## src/hw/rtl/acsp_pkg.sv

```systemverilog
// Shared types and constants for the ASCII command sentence parser.
`default_nettype none

package acsp_pkg;

  localparam int unsigned MAX_FIELDS = 12;
  localparam int unsigned FIDX_W     = 4;
  localparam int unsigned TAG_LEN    = 5;
  localparam int unsigned VAL_W      = 32;

  // Boolean field positions.
  localparam logic [FIDX_W-1:0] ELEVA_FORCE_IDX = 4'd2;
  localparam logic [FIDX_W-1:0] CLICK_STATE_IDX = 4'd0;

  // Tags, first character in the top byte.
  localparam logic [39:0] TAG_WHEEL = "WHEEL";
  localparam logic [39:0] TAG_LASER = "LASER";
  localparam logic [39:0] TAG_ELEVA = "ELEVA";
  localparam logic [39:0] TAG_CLICK = "CLICK";
  localparam logic [39:0] TAG_FPVSV = "FPVSV";
  localparam logic [39:0] TAG_HEART = "HEART";

  localparam logic [7:0] CH_NUL    = 8'h00;
  localparam logic [7:0] CH_TAB    = 8'h09;
  localparam logic [7:0] CH_CR     = 8'h0D;
  localparam logic [7:0] CH_SPACE  = 8'h20;
  localparam logic [7:0] CH_DOLLAR = 8'h24;
  localparam logic [7:0] CH_STAR   = 8'h2A;
  localparam logic [7:0] CH_PLUS   = 8'h2B;
  localparam logic [7:0] CH_COMMA  = 8'h2C;
  localparam logic [7:0] CH_MINUS  = 8'h2D;
  localparam logic [7:0] CH_DOT    = 8'h2E;
  localparam logic [7:0] CH_ZERO   = 8'h30;
  localparam logic [7:0] CH_NINE   = 8'h39;

  localparam logic [VAL_W-1:0] SAT_MAG = 32'h8000_0000;
  localparam logic [VAL_W-1:0] POS_MAX = 32'h7FFF_FFFF;

  typedef enum logic [2:0] {
    KIND_UNKNOWN  = 3'd0,
    KIND_WHEEL    = 3'd1,
    KIND_LASER    = 3'd2,
    KIND_ELEVA    = 3'd3,
    KIND_CLICK    = 3'd4,
    KIND_FPVSV    = 3'd5,
    KIND_HEART    = 3'd6,
    KIND_OVERFLOW = 3'd7
  } kind_e;

  typedef enum logic [2:0] {
    PH_START = 3'd0,
    PH_WS    = 3'd1,
    PH_INT   = 3'd2,
    PH_FRAC  = 3'd3,
    PH_SKIP  = 3'd4,
    PH_END   = 3'd5
  } phase_e;

  typedef enum logic [1:0] {
    ST_RX   = 2'd0,
    ST_READ = 2'd1,
    ST_OUT  = 2'd2
  } state_e;

  // Control from the sentence sequencer to the token parser.
  typedef struct packed {
    logic step;     // a byte at a token position
    logic eos;      // sentence terminator
    logic clear;    // drop the token in progress
    logic fixed;    // current command uses milli-unit fields
    logic as_bool;  // current field is a boolean
  } tok_ctl_t;

  typedef struct packed {
    logic             fin;
    logic [VAL_W-1:0] value;
  } tok_res_t;

  function automatic kind_e tag_kind(input logic [39:0] tag);
    kind_e k;
    k = KIND_UNKNOWN;
    if (tag == TAG_WHEEL) k = KIND_WHEEL;
    else if (tag == TAG_LASER) k = KIND_LASER;
    else if (tag == TAG_ELEVA) k = KIND_ELEVA;
    else if (tag == TAG_CLICK) k = KIND_CLICK;
    else if (tag == TAG_FPVSV) k = KIND_FPVSV;
    else if (tag == TAG_HEART) k = KIND_HEART;
    return k;
  endfunction

endpackage

`default_nettype wire

```

## src/hw/rtl/acsp_field_ram.sv

```systemverilog
// Field value memory: one write port, one registered read port.
`default_nettype none

module acsp_field_ram (
  input  wire logic                              clk_i,
  input  wire logic                              we_i,
  input  wire logic [acsp_pkg::FIDX_W-1:0]       waddr_i,
  input  wire logic [acsp_pkg::VAL_W-1:0]        wdata_i,
  input  wire logic                              re_i,
  input  wire logic [acsp_pkg::FIDX_W-1:0]       raddr_i,
  output logic      [acsp_pkg::VAL_W-1:0]        rdata_o
);

  logic [acsp_pkg::VAL_W-1:0] mem_q [acsp_pkg::MAX_FIELDS];

  always_ff @(posedge clk_i) begin
    if (we_i) begin
      mem_q[waddr_i] <= wdata_i;
    end
  end

  always_ff @(posedge clk_i) begin
    if (re_i) begin
      rdata_o <= mem_q[raddr_i];
    end
  end

endmodule

`default_nettype wire

```

## src/hw/rtl/acsp_token.sv

```systemverilog
// Token parser: digit accumulation, sign, fraction and final value scaling.
`default_nettype none

module acsp_token (
  input  wire logic               clk_i,
  input  wire logic               rst_ni,
  input  wire acsp_pkg::tok_ctl_t ctl_i,
  input  wire logic [7:0]         byte_i,
  output acsp_pkg::tok_res_t      res_o
);

  acsp_pkg::phase_e phase_q, phase_d;
  logic [acsp_pkg::VAL_W-1:0] acc_q, acc_d;
  logic neg_q, neg_d;
  logic [1:0] frac_q, frac_d;

  logic is_digit, is_dot, is_space;
  logic [35:0] ten;
  logic [acsp_pkg::VAL_W-1:0] acc_ten;
  logic [9:0] scale;
  logic [41:0] prod;
  logic [acsp_pkg::VAL_W-1:0] mag;
  logic tok_fin;
  logic [acsp_pkg::VAL_W-1:0] tok_value;

  assign res_o = {tok_fin, tok_value};

  always_comb begin
    is_digit = (byte_i >= acsp_pkg::CH_ZERO) && (byte_i <= acsp_pkg::CH_NINE);
    is_dot   = (byte_i == acsp_pkg::CH_DOT) && ctl_i.fixed;
    is_space = (byte_i == acsp_pkg::CH_SPACE) ||
               ((byte_i >= acsp_pkg::CH_TAB) && (byte_i <= acsp_pkg::CH_CR));

    // acc * 10 + digit as shift and add, capped at 2^31.
    ten = ({4'b0, acc_q} << 3) + ({4'b0, acc_q} << 1) + {32'b0, byte_i[3:0]};
    acc_ten = (ten > {4'b0, acsp_pkg::SAT_MAG}) ? acsp_pkg::SAT_MAG : ten[31:0];

    // Missing fraction digits of a milli-unit field scale the magnitude up.
    if (ctl_i.fixed) begin
      case (frac_q)
        2'd0:    scale = 10'd1000;
        2'd1:    scale = 10'd100;
        2'd2:    scale = 10'd10;
        default: scale = 10'd1;
      endcase
    end else begin
      scale = 10'd1;
    end
    prod = {10'b0, acc_q} * {32'b0, scale};
    mag  = (prod > {10'b0, acsp_pkg::SAT_MAG}) ? acsp_pkg::SAT_MAG : prod[31:0];

    if (ctl_i.as_bool) begin
      tok_value = {31'b0, (mag != '0)};
    end else if (neg_q) begin
      tok_value = '0 - mag;
    end else begin
      tok_value = mag[31] ? acsp_pkg::POS_MAX : mag;
    end
  end

  always_comb begin
    acsp_pkg::phase_e ph;
    ph        = phase_q;
    phase_d   = phase_q;
    acc_d     = acc_q;
    neg_d     = neg_q;
    frac_d    = frac_q;
    tok_fin   = 1'b0;

    if (ctl_i.clear) begin
      tok_fin = ctl_i.eos && (phase_q != acsp_pkg::PH_START) &&
                (phase_q != acsp_pkg::PH_END);
      phase_d = acsp_pkg::PH_START;
      acc_d   = '0;
      neg_d   = 1'b0;
      frac_d  = '0;
    end else if (ctl_i.step && (phase_q != acsp_pkg::PH_END)) begin
      if ((byte_i == acsp_pkg::CH_NUL) || (byte_i == acsp_pkg::CH_COMMA)) begin
        tok_fin = (phase_q != acsp_pkg::PH_START);
        acc_d   = '0;
        neg_d   = 1'b0;
        frac_d  = '0;
        // A NUL ends token parsing for the rest of the sentence.
        phase_d = (byte_i == acsp_pkg::CH_NUL) ? acsp_pkg::PH_END : acsp_pkg::PH_START;
      end else begin
        ph = (phase_q == acsp_pkg::PH_START) ? acsp_pkg::PH_WS : phase_q;
        phase_d = ph;
        case (ph)
          acsp_pkg::PH_WS: begin
            if (is_space) begin
              phase_d = acsp_pkg::PH_WS;
            end else if ((byte_i == acsp_pkg::CH_PLUS) || (byte_i == acsp_pkg::CH_MINUS)) begin
              neg_d   = (byte_i == acsp_pkg::CH_MINUS);
              phase_d = acsp_pkg::PH_INT;
            end else if (is_digit) begin
              acc_d   = acc_ten;
              phase_d = acsp_pkg::PH_INT;
            end else if (is_dot) begin
              phase_d = acsp_pkg::PH_FRAC;
            end else begin
              phase_d = acsp_pkg::PH_SKIP;
            end
          end
          acsp_pkg::PH_INT: begin
            if (is_digit) begin
              acc_d = acc_ten;
            end else if (is_dot) begin
              phase_d = acsp_pkg::PH_FRAC;
            end else begin
              phase_d = acsp_pkg::PH_SKIP;
            end
          end
          acsp_pkg::PH_FRAC: begin
            if (is_digit) begin
              // Digits past the third are dropped.
              if (frac_q != 2'd3) begin
                acc_d  = acc_ten;
                frac_d = frac_q + 2'd1;
              end
            end else begin
              phase_d = acsp_pkg::PH_SKIP;
            end
          end
          default: begin
          end
        endcase
      end
    end
  end

  always_ff @(posedge clk_i or negedge rst_ni) begin
    if (!rst_ni) begin
      phase_q <= acsp_pkg::PH_START;
      acc_q   <= '0;
      neg_q   <= 1'b0;
      frac_q  <= '0;
    end else begin
      phase_q <= phase_d;
      acc_q   <= acc_d;
      neg_q   <= neg_d;
      frac_q  <= frac_d;
    end
  end

endmodule

`default_nettype wire

```

## src/hw/rtl/ascii_command_sentence_parser.sv

```systemverilog
// Top level of the ASCII command sentence parser: framing, tag match and result sequencing.
//
//   Channel | Handshake              | Payload
//   in      | in_valid_i/in_ready_o   | rx_byte_i, stop_active_i
//   out     | out_valid_o/out_ready_i | kind_o, field_index_o, value_o, last_o
//
// A byte is taken every cycle while no sentence results are pending.
// A terminator starts a burst: each field result passes through a field memory
// read and then the output register, and is held there while the consumer stalls.
// Unknown, blocked and overflow sentences give a single result with no memory read.
// Reset clears all control state; the field memory needs no clearing.
`default_nettype none

module ascii_command_sentence_parser #(
  parameter int unsigned MAX_SENTENCE = 64,
  parameter int unsigned WHEEL_PAIRS  = 6
) (
  input  wire logic        clk_i,
  input  wire logic        rst_ni,
  input  wire logic        in_valid_i,
  output logic             in_ready_o,
  input  wire logic [7:0]  rx_byte_i,
  input  wire logic        stop_active_i,
  output logic             out_valid_o,
  input  wire logic        out_ready_i,
  output logic [2:0]       kind_o,
  output logic [3:0]       field_index_o,
  output logic signed [31:0] value_o,
  output logic             last_o
);

  localparam int unsigned POS_W = $clog2(MAX_SENTENCE);
  localparam logic [POS_W-1:0] POS_LIMIT = POS_W'(MAX_SENTENCE - 1);
  localparam logic [POS_W-1:0] POS_TAG   = POS_W'(acsp_pkg::TAG_LEN);
  localparam int unsigned FW = acsp_pkg::FIDX_W;
  localparam int unsigned VW = acsp_pkg::VAL_W;

  acsp_pkg::state_e state_q, state_d;
  logic [POS_W-1:0] pos_q, pos_d;
  logic [39:0]      tag_q, tag_d;
  logic             discard_q, discard_d;
  logic [FW-1:0]    fc_q, fc_d;
  acsp_pkg::kind_e  ekind_q, ekind_d;
  logic [FW-1:0]    en_q, en_d;
  logic [FW-1:0]    ecnt_q, ecnt_d;
  logic [FW-1:0]    k_q, k_d;
  logic             fwd_q, fwd_d;
  logic [VW-1:0]    fwd_data_q;
  acsp_pkg::kind_e  okind_q, okind_d;
  logic [FW-1:0]    oidx_q, oidx_d;
  logic [VW-1:0]    oval_q, oval_d;
  logic             olast_q, olast_d;

  acsp_pkg::kind_e    kind;
  logic [FW-1:0]      n_fields;
  logic               accept;
  logic               we;
  logic               re;
  logic [FW-1:0]      raddr;
  logic [VW-1:0]      rdata;
  logic [VW-1:0]      rd_value;
  logic [2:0]         tag_idx;
  acsp_pkg::tok_ctl_t tok_ctl;
  acsp_pkg::tok_res_t tok_res;

  acsp_token u_token (
    .clk_i  (clk_i),
    .rst_ni (rst_ni),
    .ctl_i  (tok_ctl),
    .byte_i (rx_byte_i),
    .res_o  (tok_res)
  );

  acsp_field_ram u_ram (
    .clk_i   (clk_i),
    .we_i    (we),
    .waddr_i (fc_q),
    .wdata_i (tok_res.value),
    .re_i    (re),
    .raddr_i (raddr),
    .rdata_o (rdata)
  );

  always_comb begin
    kind = acsp_pkg::tag_kind(tag_q);
    case (kind)
      acsp_pkg::KIND_WHEEL: n_fields = FW'(2 * WHEEL_PAIRS);
      acsp_pkg::KIND_LASER: n_fields = 4'd1;
      acsp_pkg::KIND_ELEVA: n_fields = 4'd3;
      acsp_pkg::KIND_CLICK: n_fields = 4'd1;
      acsp_pkg::KIND_FPVSV: n_fields = 4'd2;
      acsp_pkg::KIND_HEART: n_fields = 4'd1;
      default:              n_fields = 4'd0;
    endcase
  end

  assign accept   = in_valid_i && (state_q == acsp_pkg::ST_RX);
  assign we       = tok_res.fin && (fc_q < n_fields);
  assign tag_idx  = 3'd4 - pos_q[2:0];
  // The write at the terminator may land on the entry read in the same cycle.
  assign rd_value = fwd_q ? fwd_data_q : rdata;
  assign fwd_d    = we && re && (fc_q == raddr);

  always_comb begin
    state_d   = state_q;
    pos_d     = pos_q;
    tag_d     = tag_q;
    discard_d = discard_q;
    fc_d      = fc_q;
    ekind_d   = ekind_q;
    en_d      = en_q;
    ecnt_d    = ecnt_q;
    k_d       = k_q;
    okind_d   = okind_q;
    oidx_d    = oidx_q;
    oval_d    = oval_q;
    olast_d   = olast_q;
    re        = 1'b0;
    raddr     = k_q;

    tok_ctl.step    = 1'b0;
    tok_ctl.eos     = 1'b0;
    tok_ctl.clear   = 1'b0;
    tok_ctl.fixed   = (kind == acsp_pkg::KIND_FPVSV) || (kind == acsp_pkg::KIND_HEART);
    tok_ctl.as_bool = ((kind == acsp_pkg::KIND_ELEVA) && (fc_q == acsp_pkg::ELEVA_FORCE_IDX)) ||
                      ((kind == acsp_pkg::KIND_CLICK) && (fc_q == acsp_pkg::CLICK_STATE_IDX));

    case (state_q)
      acsp_pkg::ST_RX: begin
        if (accept) begin
          if (rx_byte_i == acsp_pkg::CH_DOLLAR) begin
            tok_ctl.clear = 1'b1;
            pos_d         = '0;
            tag_d         = '0;
            fc_d          = '0;
            discard_d     = 1'b0;
          end else if (!discard_q) begin
            if (rx_byte_i == acsp_pkg::CH_STAR) begin
              tok_ctl.clear = 1'b1;
              tok_ctl.eos   = 1'b1;
              pos_d         = '0;
              tag_d         = '0;
              fc_d          = '0;
              if ((n_fields == '0) ||
                  (stop_active_i && (kind != acsp_pkg::KIND_HEART))) begin
                okind_d = acsp_pkg::KIND_UNKNOWN;
                oidx_d  = '0;
                oval_d  = '0;
                olast_d = 1'b1;
                state_d = acsp_pkg::ST_OUT;
              end else begin
                ekind_d = kind;
                en_d    = n_fields;
                ecnt_d  = fc_q + FW'(we);
                k_d     = '0;
                re      = 1'b1;
                raddr   = '0;
                state_d = acsp_pkg::ST_READ;
              end
            end else if (pos_q < POS_LIMIT) begin
              if (pos_q < POS_TAG) begin
                tag_d[{tag_idx, 3'b000} +: 8] = rx_byte_i;
              end else if (pos_q > POS_TAG) begin
                tok_ctl.step = 1'b1;
                fc_d         = fc_q + FW'(we);
              end
              pos_d = pos_q + POS_W'(1);
            end else begin
              tok_ctl.clear = 1'b1;
              pos_d         = '0;
              tag_d         = '0;
              fc_d          = '0;
              discard_d     = 1'b1;
              okind_d       = acsp_pkg::KIND_OVERFLOW;
              oidx_d        = '0;
              oval_d        = '0;
              olast_d       = 1'b1;
              state_d       = acsp_pkg::ST_OUT;
            end
          end
        end
      end
      acsp_pkg::ST_READ: begin
        okind_d = ekind_q;
        oidx_d  = k_q;
        oval_d  = (k_q < ecnt_q) ? rd_value : '0;
        olast_d = ((k_q + FW'(1)) == en_q);
        state_d = acsp_pkg::ST_OUT;
      end
      acsp_pkg::ST_OUT: begin
        if (out_ready_i) begin
          if (olast_q) begin
            state_d = acsp_pkg::ST_RX;
          end else begin
            k_d     = k_q + FW'(1);
            re      = 1'b1;
            raddr   = k_q + FW'(1);
            state_d = acsp_pkg::ST_READ;
          end
        end
      end
      default: begin
        state_d = acsp_pkg::ST_RX;
      end
    endcase
  end

  always_ff @(posedge clk_i or negedge rst_ni) begin
    if (!rst_ni) begin
      state_q   <= acsp_pkg::ST_RX;
      pos_q     <= '0;
      tag_q     <= '0;
      discard_q <= 1'b0;
      fc_q      <= '0;
      ekind_q   <= acsp_pkg::KIND_UNKNOWN;
      en_q      <= '0;
      ecnt_q    <= '0;
      k_q       <= '0;
      fwd_q     <= 1'b0;
    end else begin
      state_q   <= state_d;
      pos_q     <= pos_d;
      tag_q     <= tag_d;
      discard_q <= discard_d;
      fc_q      <= fc_d;
      ekind_q   <= ekind_d;
      en_q      <= en_d;
      ecnt_q    <= ecnt_d;
      k_q       <= k_d;
      fwd_q     <= fwd_d;
    end
  end

  always_ff @(posedge clk_i) begin
    fwd_data_q <= tok_res.value;
    okind_q    <= okind_d;
    oidx_q     <= oidx_d;
    oval_q     <= oval_d;
    olast_q    <= olast_d;
  end

  assign in_ready_o    = (state_q == acsp_pkg::ST_RX);
  assign out_valid_o   = (state_q == acsp_pkg::ST_OUT);
  assign kind_o        = okind_q;
  assign field_index_o = oidx_q;
  assign value_o       = oval_q;
  assign last_o        = olast_q;

endmodule

`default_nettype wire

```

## config.mk

```make
export PLATFORM = sky130hd
export DESIGN_NAME = ascii_command_sentence_parser
export DESIGN_NICKNAME = d
export VERILOG_FILES = /design/src/hw/rtl/acsp_pkg.sv /design/src/hw/rtl/acsp_field_ram.sv /design/src/hw/rtl/acsp_token.sv /design/src/hw/rtl/ascii_command_sentence_parser.sv
export SDC_FILE = /design/constraint.sdc
export NUM_CORES = 2
export LEC_CHECK = 0
export ABC_AREA = 1
export BUFFER_PORTS_ARGS = -buffer_cell sky130_fd_sc_hd__buf_2
export CAP_MARGIN = 30
export CORE_UTILIZATION = 50
export CTS_BUF_LIST = sky130_fd_sc_hd__clkbuf_8 sky130_fd_sc_hd__clkbuf_16
export CTS_CLUSTER_DIAMETER = 120
export DETAILED_ROUTE_END_ITERATION = 10
export MAX_ROUTING_LAYER = met4
export PLACE_DENSITY = 0.78
export SYNTH_ARGS = -nofsm -noshare
export SYNTH_HDL_FRONTEND = slang
export SYNTH_SLANG_ARGS = --single-unit
```

## constraint.sdc

```tcl
create_clock -name clk_i -period 8 [get_ports clk_i]
set_input_delay 0.4 -clock clk_i [delete_from_list [all_inputs] [get_ports clk_i]]
set_output_delay 0.4 -clock clk_i [all_outputs]
set_load 0.05 [all_outputs]
```

After elaboration in Yosys (flattened, before gate mapping) --
Memories as Yosys holds them, arrays and structs flattened. A register that Yosys moved wholly into a read port is not among the register bits. Index checks and enable logic that the tools add are counted.
Operators by class: add/sub/neg operators 9, $mul 1, $lt $le $gt $ge 11, equality and inequality tests 47, shifts and indexed selects 2, mux-type cells 138, bitwise operators 3, reductions and logical operators 46
Operators by type and width (count):
- $mux 32 | 20
- $eq 40x39->1 const B | 6
- $mux 40 | 5
- $pmux 32 s3 | 1
- $mux 3 | 26
- $mux 4 | 19
- $pmux 32 s2 | 1
- $eq 8x6->1 const B | 7
- $gt 42x32->1 const B | 1
- $mul 32x10->42 | 1
- $bwmux 40 | 1
- $shift 8x8->40 const A | 1
- $shiftx 8x8->40 | 1
- $add 35x33->36 | 1
- $add 36x4->36 | 1
- $gt 36x32->1 const B | 1
- $mux 1 | 36
- $reduce_bool 32->1 | 1
- $sub 1x32->32 const A | 1
- $mux 31 | 1
- $pmux 10 s3 | 1
- $mux 2 | 14
- $mux 6 | 4
- $reduce_and 6->1 | 3
- other kinds (50) | 103
Storage, ports and cells: register bits 179, memory bits (writable) 384, input port bits 13, output and inout bits 42, word-level logic and storage cells 277, memories 1
Memory list:
- u_ram.mem_q | depth 12, bits a word 32, rd ports 1, clocked after memory_dff 1, write ports 1, RTL line acsp_field_ram.sv:14 | logic [acsp_pkg::VAL_W-1:0] mem_q [acsp_pkg::MAX_FIELDS];

Logic depth before layout (Yosys ltp) --
depth in word-level cells 20, gate-level depth with buffers 55, gate-level depth less buffers 52

Hierarchy --
A second synthesis with hierarchy kept.
Unflattened totals: cell total of the unflattened synthesis 4730, area total of the unflattened synthesis 39810.7 µm²
Modules (own cells, without submodules):
- acsp_field_ram | times used 1, cells an instance 1480, area each 17055.1 µm², seq. area each 12492.0 µm²
- acsp_token | times used 1, cells an instance 2486, area each 16175.5 µm², seq. area each 950.9 µm²
- ascii_command_sentence_parser | times used 1, cells an instance 764, area each 6580.1 µm², seq. area each 3543.4 µm²

Worst setup path before layout --
Ideal clock, no wire load.
kind register to register, start register tag_q[39], end memory u_ram.mem_q[0][22] (netlist name) (data pin), setup time 0.275 ns, data arrival time 8.048 ns, required time 7.725 ns, path slack -0.322 ns, cell stages (with the launch flop) 48, buffers on the path 5, clock period less this slack 8.322 ns, cell sequence dfrtp_1 > nor2_2 > nand3_1 > inv_2 > nand2_1 > nor4_1 > nand4_1 > nand2_1 > inv_1 > nor2_1 > inv_1 > clkbuf_1 > buf_1 > nor2_1 > inv_1 > fa_1 > fa_1 > inv_1 > [... 12 more ...] > nand2_1 > nand2_1 > nand2_1 > nor2_1 > nand3_1 > a21oi_4 > buf_6 > buf_12 > buf_2 > nand2_1 > ha_1 > nand2_1 > inv_1 > nand2_1 > nor2_2 > nand3_1 > nand3_1 > a21oi_1
RTL lines:
- from (decl) | RTL line ascii_command_sentence_parser.sv:40 | logic [39:0] tag_q, tag_d;
- from (signal assigned) | RTL line ascii_command_sentence_parser.sv:223 | tag_q <= tag_d;
- to (decl) | RTL line acsp_field_ram.sv:14

Final worst setup path --
start register tag_q[39], end memory u_ram.mem_q[9][31] (netlist name), enable pin
Between the ends: cells in the longest elaborated chain, start to end 14, elaborated cells on any way between the ends 24, those cells by class order compare: 1; eq/ne: 12; mux: 9; reduce/logical: 2
Ends and longest elaborated chain:
- $eq 40x39->1 | RTL line acsp_pkg.sv:87 | else if (tag == TAG_HEART) k = KIND_HEART;
- $mux 3 | RTL line acsp_pkg.sv:87
- $mux 3 | RTL line acsp_pkg.sv:86 | else if (tag == TAG_FPVSV) k = KIND_FPVSV;
- $mux 3 | RTL line acsp_pkg.sv:85 | else if (tag == TAG_CLICK) k = KIND_CLICK;
- $mux 3 | RTL line acsp_pkg.sv:84 | else if (tag == TAG_ELEVA) k = KIND_ELEVA;
- $mux 3 | RTL line acsp_pkg.sv:83 | else if (tag == TAG_LASER) k = KIND_LASER;
- $mux 3 * | RTL line acsp_pkg.sv:82 | if (tag == TAG_WHEEL) k = KIND_WHEEL;
- $eq 3x3->1 / $eq 3x2->1 (equally long branches) | RTL line ascii_command_sentence_parser.sv:86 | case (kind)
- $reduce_or 3->1 (no source line)
- $pmux 4 s4 * | RTL line ascii_command_sentence_parser.sv:86
- $lt 4x4->1 * | RTL line ascii_command_sentence_parser.sv:98 | assign we = tok_res.fin && (fc_q < n_fields);
- $logic_and 1x1->1 * | RTL line ascii_command_sentence_parser.sv:98
- $mux 1 * | RTL line acsp_field_ram.sv:17 | if (we_i) begin
- $mux 1 (implied by the code) * | RTL line acsp_field_ram.sv:18 | mem_q[waddr_i] <= wdata_i;
Every way passes the cells marked *; elsewhere a longest branch is shown, timed or not.

==> impl_metrics.ini <==
[layout]
syn_to_final_growth_pct = 21.07
final_cells = 5808
nNetsFinal = 5128
fillerInstances = 6028
layout-drive-gt1-share_pct = 20.66

[timing]
finalHoldViolations = 0
skew_ns = 0.04691
tightest_slew_ns = 1.022
fin_crit_sh_pct = 101.7
drv_slew = 0
fin_ws_ns = -0.1324
rsz0062_at_grt = yes
fmax_ghz = 0.1230
holdWs_ns = 0.04971
slew_headroom_pct = 31.67
period_minus_slack_ns = 8.132
finalSetupViolations = 408

[setup_path]
cpPeakStageDelay_ns = 0.40
endpoint = u_ram.mem_q[9][31]$_DFFE_PP_
worst_ep_required_time_ns = 8.32
crit_top_cell = buf_4
crit_type = reg -> reg
r2r_setup_slack_ns = -0.13
cp_slowest_cell = dfrtp_1
endpoint_kind = flip-flop
crit_path_start_kind = flip-flop
reg2reg_to = u_ram.mem_q[9][31]$_DFFE_PP_
startpoint = tag_q[39]$_DFFE_PN0P_
worstPathArrival_ns = 8.46
r2r-start = tag_q[39]$_DFFE_PN0P_
rr_worst_depth = 55
path_max_fanout = 16

[yosys]
synth_common_cells = 971 x nand2_1, 638 x inv_1, 456 x edfxtp_1
yosysSeqAreaShare_pct = 43.95
synth_top_flop_cell = edfxtp_1
ys_ff_latch = 594
syn_avg_cell_area_sq_um = 8.970
synth-edff-count = 456
synth_cells = 4309
syn-cell-area_sq_um = 38650
synth_fp_nets = 4711
synth.area.top_cells = edfxtp_1 35%, fa_1 9.9%, nand2_1 9.4%, dfrtp_1 6.9%, ha_1 6.4%
yosysMostFrequentCell = nand2_1
synth.distinct_cells = 66
ys_warn_count = 0
yosysTopAreaCellShare_pct = 35.43
synthArstFlopShare_pct = 17.85
synth_top_cell_by_area = edfxtp_1

[drt]
vias = 33090
routed.top_layer = met4
avgRoutedWirePerCell_microns = 19.47
vias_per_cell = 5.697
wl_met3_microns = 9947
wl_met2_microns = 53690
drc = 0
finalWirelength_microns = 113100
wl_met1_microns = 44680
first_iter_violations = 3317
firstDrtPassIters = 6
drtAntennaViolNets = 0

[floorplan]
num_rows = 101
die_height_microns = 280.0
core_sq_um = 76200
die_w_microns = 280.0
ios = 55
die-area_sq_um = 78420
start_util_pct = 50.72

[clocking]
cts.clk_slew.worst_paths_ns = 0.07
clkSinkCount = 594
numCtsBuffers = 59
cts_buffer_depth = 3
htree_levels = 2
cts_tree = done
insertion_delay_ns = 0.67
cts_root_buf = clkbuf_16

[global_route]
grt_overflow = 0
track_usage_pct = 28.87
antenna_found_initial = 1
grt_pass1_vias = 32580
grt_max_degree = 152
grt_pass1_wl_microns = 173400

[placement]
io_buffers = 54
globalplace.congestion = 1.004
dp_hpwl_microns = 72480
placed_cells = 5610

[min_path]
worstHoldPathType = in -> reg

[power]
peakVddDrop_uv = 203.6
power.density_nw_per_um2 = 146.1
power_leakage_nw = 22.01

[status]
status = finished with violations
violations = negative setup slack

[job]
maxCapViolCount = 0
[layout make-up]
class / count / area (sq um) / area share [%]
Antenna cell: 1 / 2.502 / 0.005348
Inverter: 646 / 2446 / 5.227
Timing Repair Buffer: 487 / 4174 / 8.920
Tap cell: 1030 / 1289 / 2.754
Clock inverter: 47 / 346.6 / 0.7406
Clock buffer: 65 / 1559 / 3.332
Multi-Input combinational cell: 2938 / 19990 / 42.72
Sequential cell: 594 / 16990 / 36.30
[what timing repair did]
action | 4_1_cts | 5_1_grt
hold buffers | 2 | 0
setup buffers | 43 | 23
cloned | 5 | 10
pin swaps | 20 | 85
hold endpoints to repair | 39 | 0
gates resized for setup | 116 | 293
setup endpoints to repair | 412 | 808
[layout by cell type, fill, tap and decap left out, types with 15 or more instances in the layout]
cell	Yosys	layout
nand4_1	59	59
fa_1	191	184
o21ai_0	164	153
dfrtp_1	106	106
buf_12	1	32
edfxtp_1	456	456
buf_2	39	54
ha_4	0	24
dfxtp_1	32	32
o22ai_1	63	61
nor2_2	14	62
or2_2	73	73
nor2_1	408	320
nand2_4	1	15
nand2_2	11	79
buf_4	2	373
inv_1	638	639
o221ai_1	64	64
xnor2_1	19	18
a21oi_2	2	20
ha_1	198	171
or2_0	22	22
xor2_1	46	45
a21oi_1	146	125
nor2_4	1	43
nand3_1	257	240
nand3_2	7	22
inv_2	5	20
nor4_1	18	17
o211ai_1	71	71
clkbuf_16	0	67
nor3_1	44	38
nand2_1	971	889
[where the power goes]
| group | switching [mW] | leakage (nW) | internal (mW) |
|---|---|---|---|
| combinational | 0.525 | 14.5 | 0.153 |
| sequential | 0.0699 | 6.47 | 3.40 |
| clock | 1.21 | 1.00 | 1.47 |
[worst max-delay path, delay by kind of cell, from the launching register on]
| family | cells | cell delay, ns |
|---|---|---|
| AO/OA/AOI/OAI | 2 | 0.31 |
| adder cells (fa/ha/maj) | 1 | 0.26 |
| buffers and inverters | 43 | 5.44 |
| flip-flops | 1 | 0.40 |
| AND/OR/NAND/NOR | 9 | 1.38 |
[layer usage]
| layer | vias up | track usage, % |
|---|---|---|
| met5 | - | - |
| met4 | 0 | 10.72 |
| met3 | 339 | 3.231 |
| met2 | 1713 | 47.26 |
| met1 | 15880 | 37.04 |
| li1 | 15150 | - |
[flip-flops by register name (all words and copies together) (netlist names), 3 cells and up]
name / flops
u_ram.mem_q: 384
tag_q: 40
fwd_data_q: 32
u_ram.rdata_o: 32
u_token.acc_q: 32
value_o: 32
pos_q: 6
ecnt_q: 4
fc_q: 4
field_index_o: 4
k_q: 4
ekind_q: 3
en_q: 3
kind_o: 3
u_token.phase_q: 3
[worst min-delay path by stage]
stage	endpoint	depth (start not counted)	slack, ns	startpoint
after global routing	discard_q$_DFFE_PN0P_	3	0.07	in_valid_i
after global placement	u_token.acc_q[30]$_DFFE_PN0P_	1	0.39	rst_ni
final	discard_q$_DFFE_PN0P_	3	0.05	in_valid_i
after floorplan	discard_q$_DFFE_PN0P_	0	0.10	rst_ni
after detailed placement	u_token.acc_q[30]$_DFFE_PN0P_	1	0.41	rst_ni
after CTS	discard_q$_DFFE_PN0P_	3	0.03	in_valid_i
[metrics by stage]
step | utilization, % | TNS, ns | area [sq um] | power [mW] | worst slack [ns]
5_1_grt | 61.41 | -231.07 | 46790 | 7.034 | -0.5191
6_report | 61.41 | -22.86 | 46790 | 6.838 | -0.1324
4_1_cts | 59.51 | 0 | 45340 | 6.815 | 0.006323
3_3_place_gp | 55.81 | -31.32 | 42530 | 4.160 | -0.2186
2_1_floorplan | - | 0 | 38700 | 3.983 | 0.01154
3_5_place_dp | 55.82 | -108.05 | 42540 | 4.175 | -0.4595
[cells by family (layout without fill, tap and decap cells)]
logic type	Yosys count	in the layout	share of synthesized area (%)
flops	594	594	43.95
mux	1	1	0.02913
xor+xnor	65	65	1.473
fa+ha+maj	389	389	16.30
buf+inv	780	1245	7.931
simple gates	1907	1909	21.16
other cells	0	1	0
compound gates	573	574	9.161
Note: power is estimated with default switching activity, not from simulation.
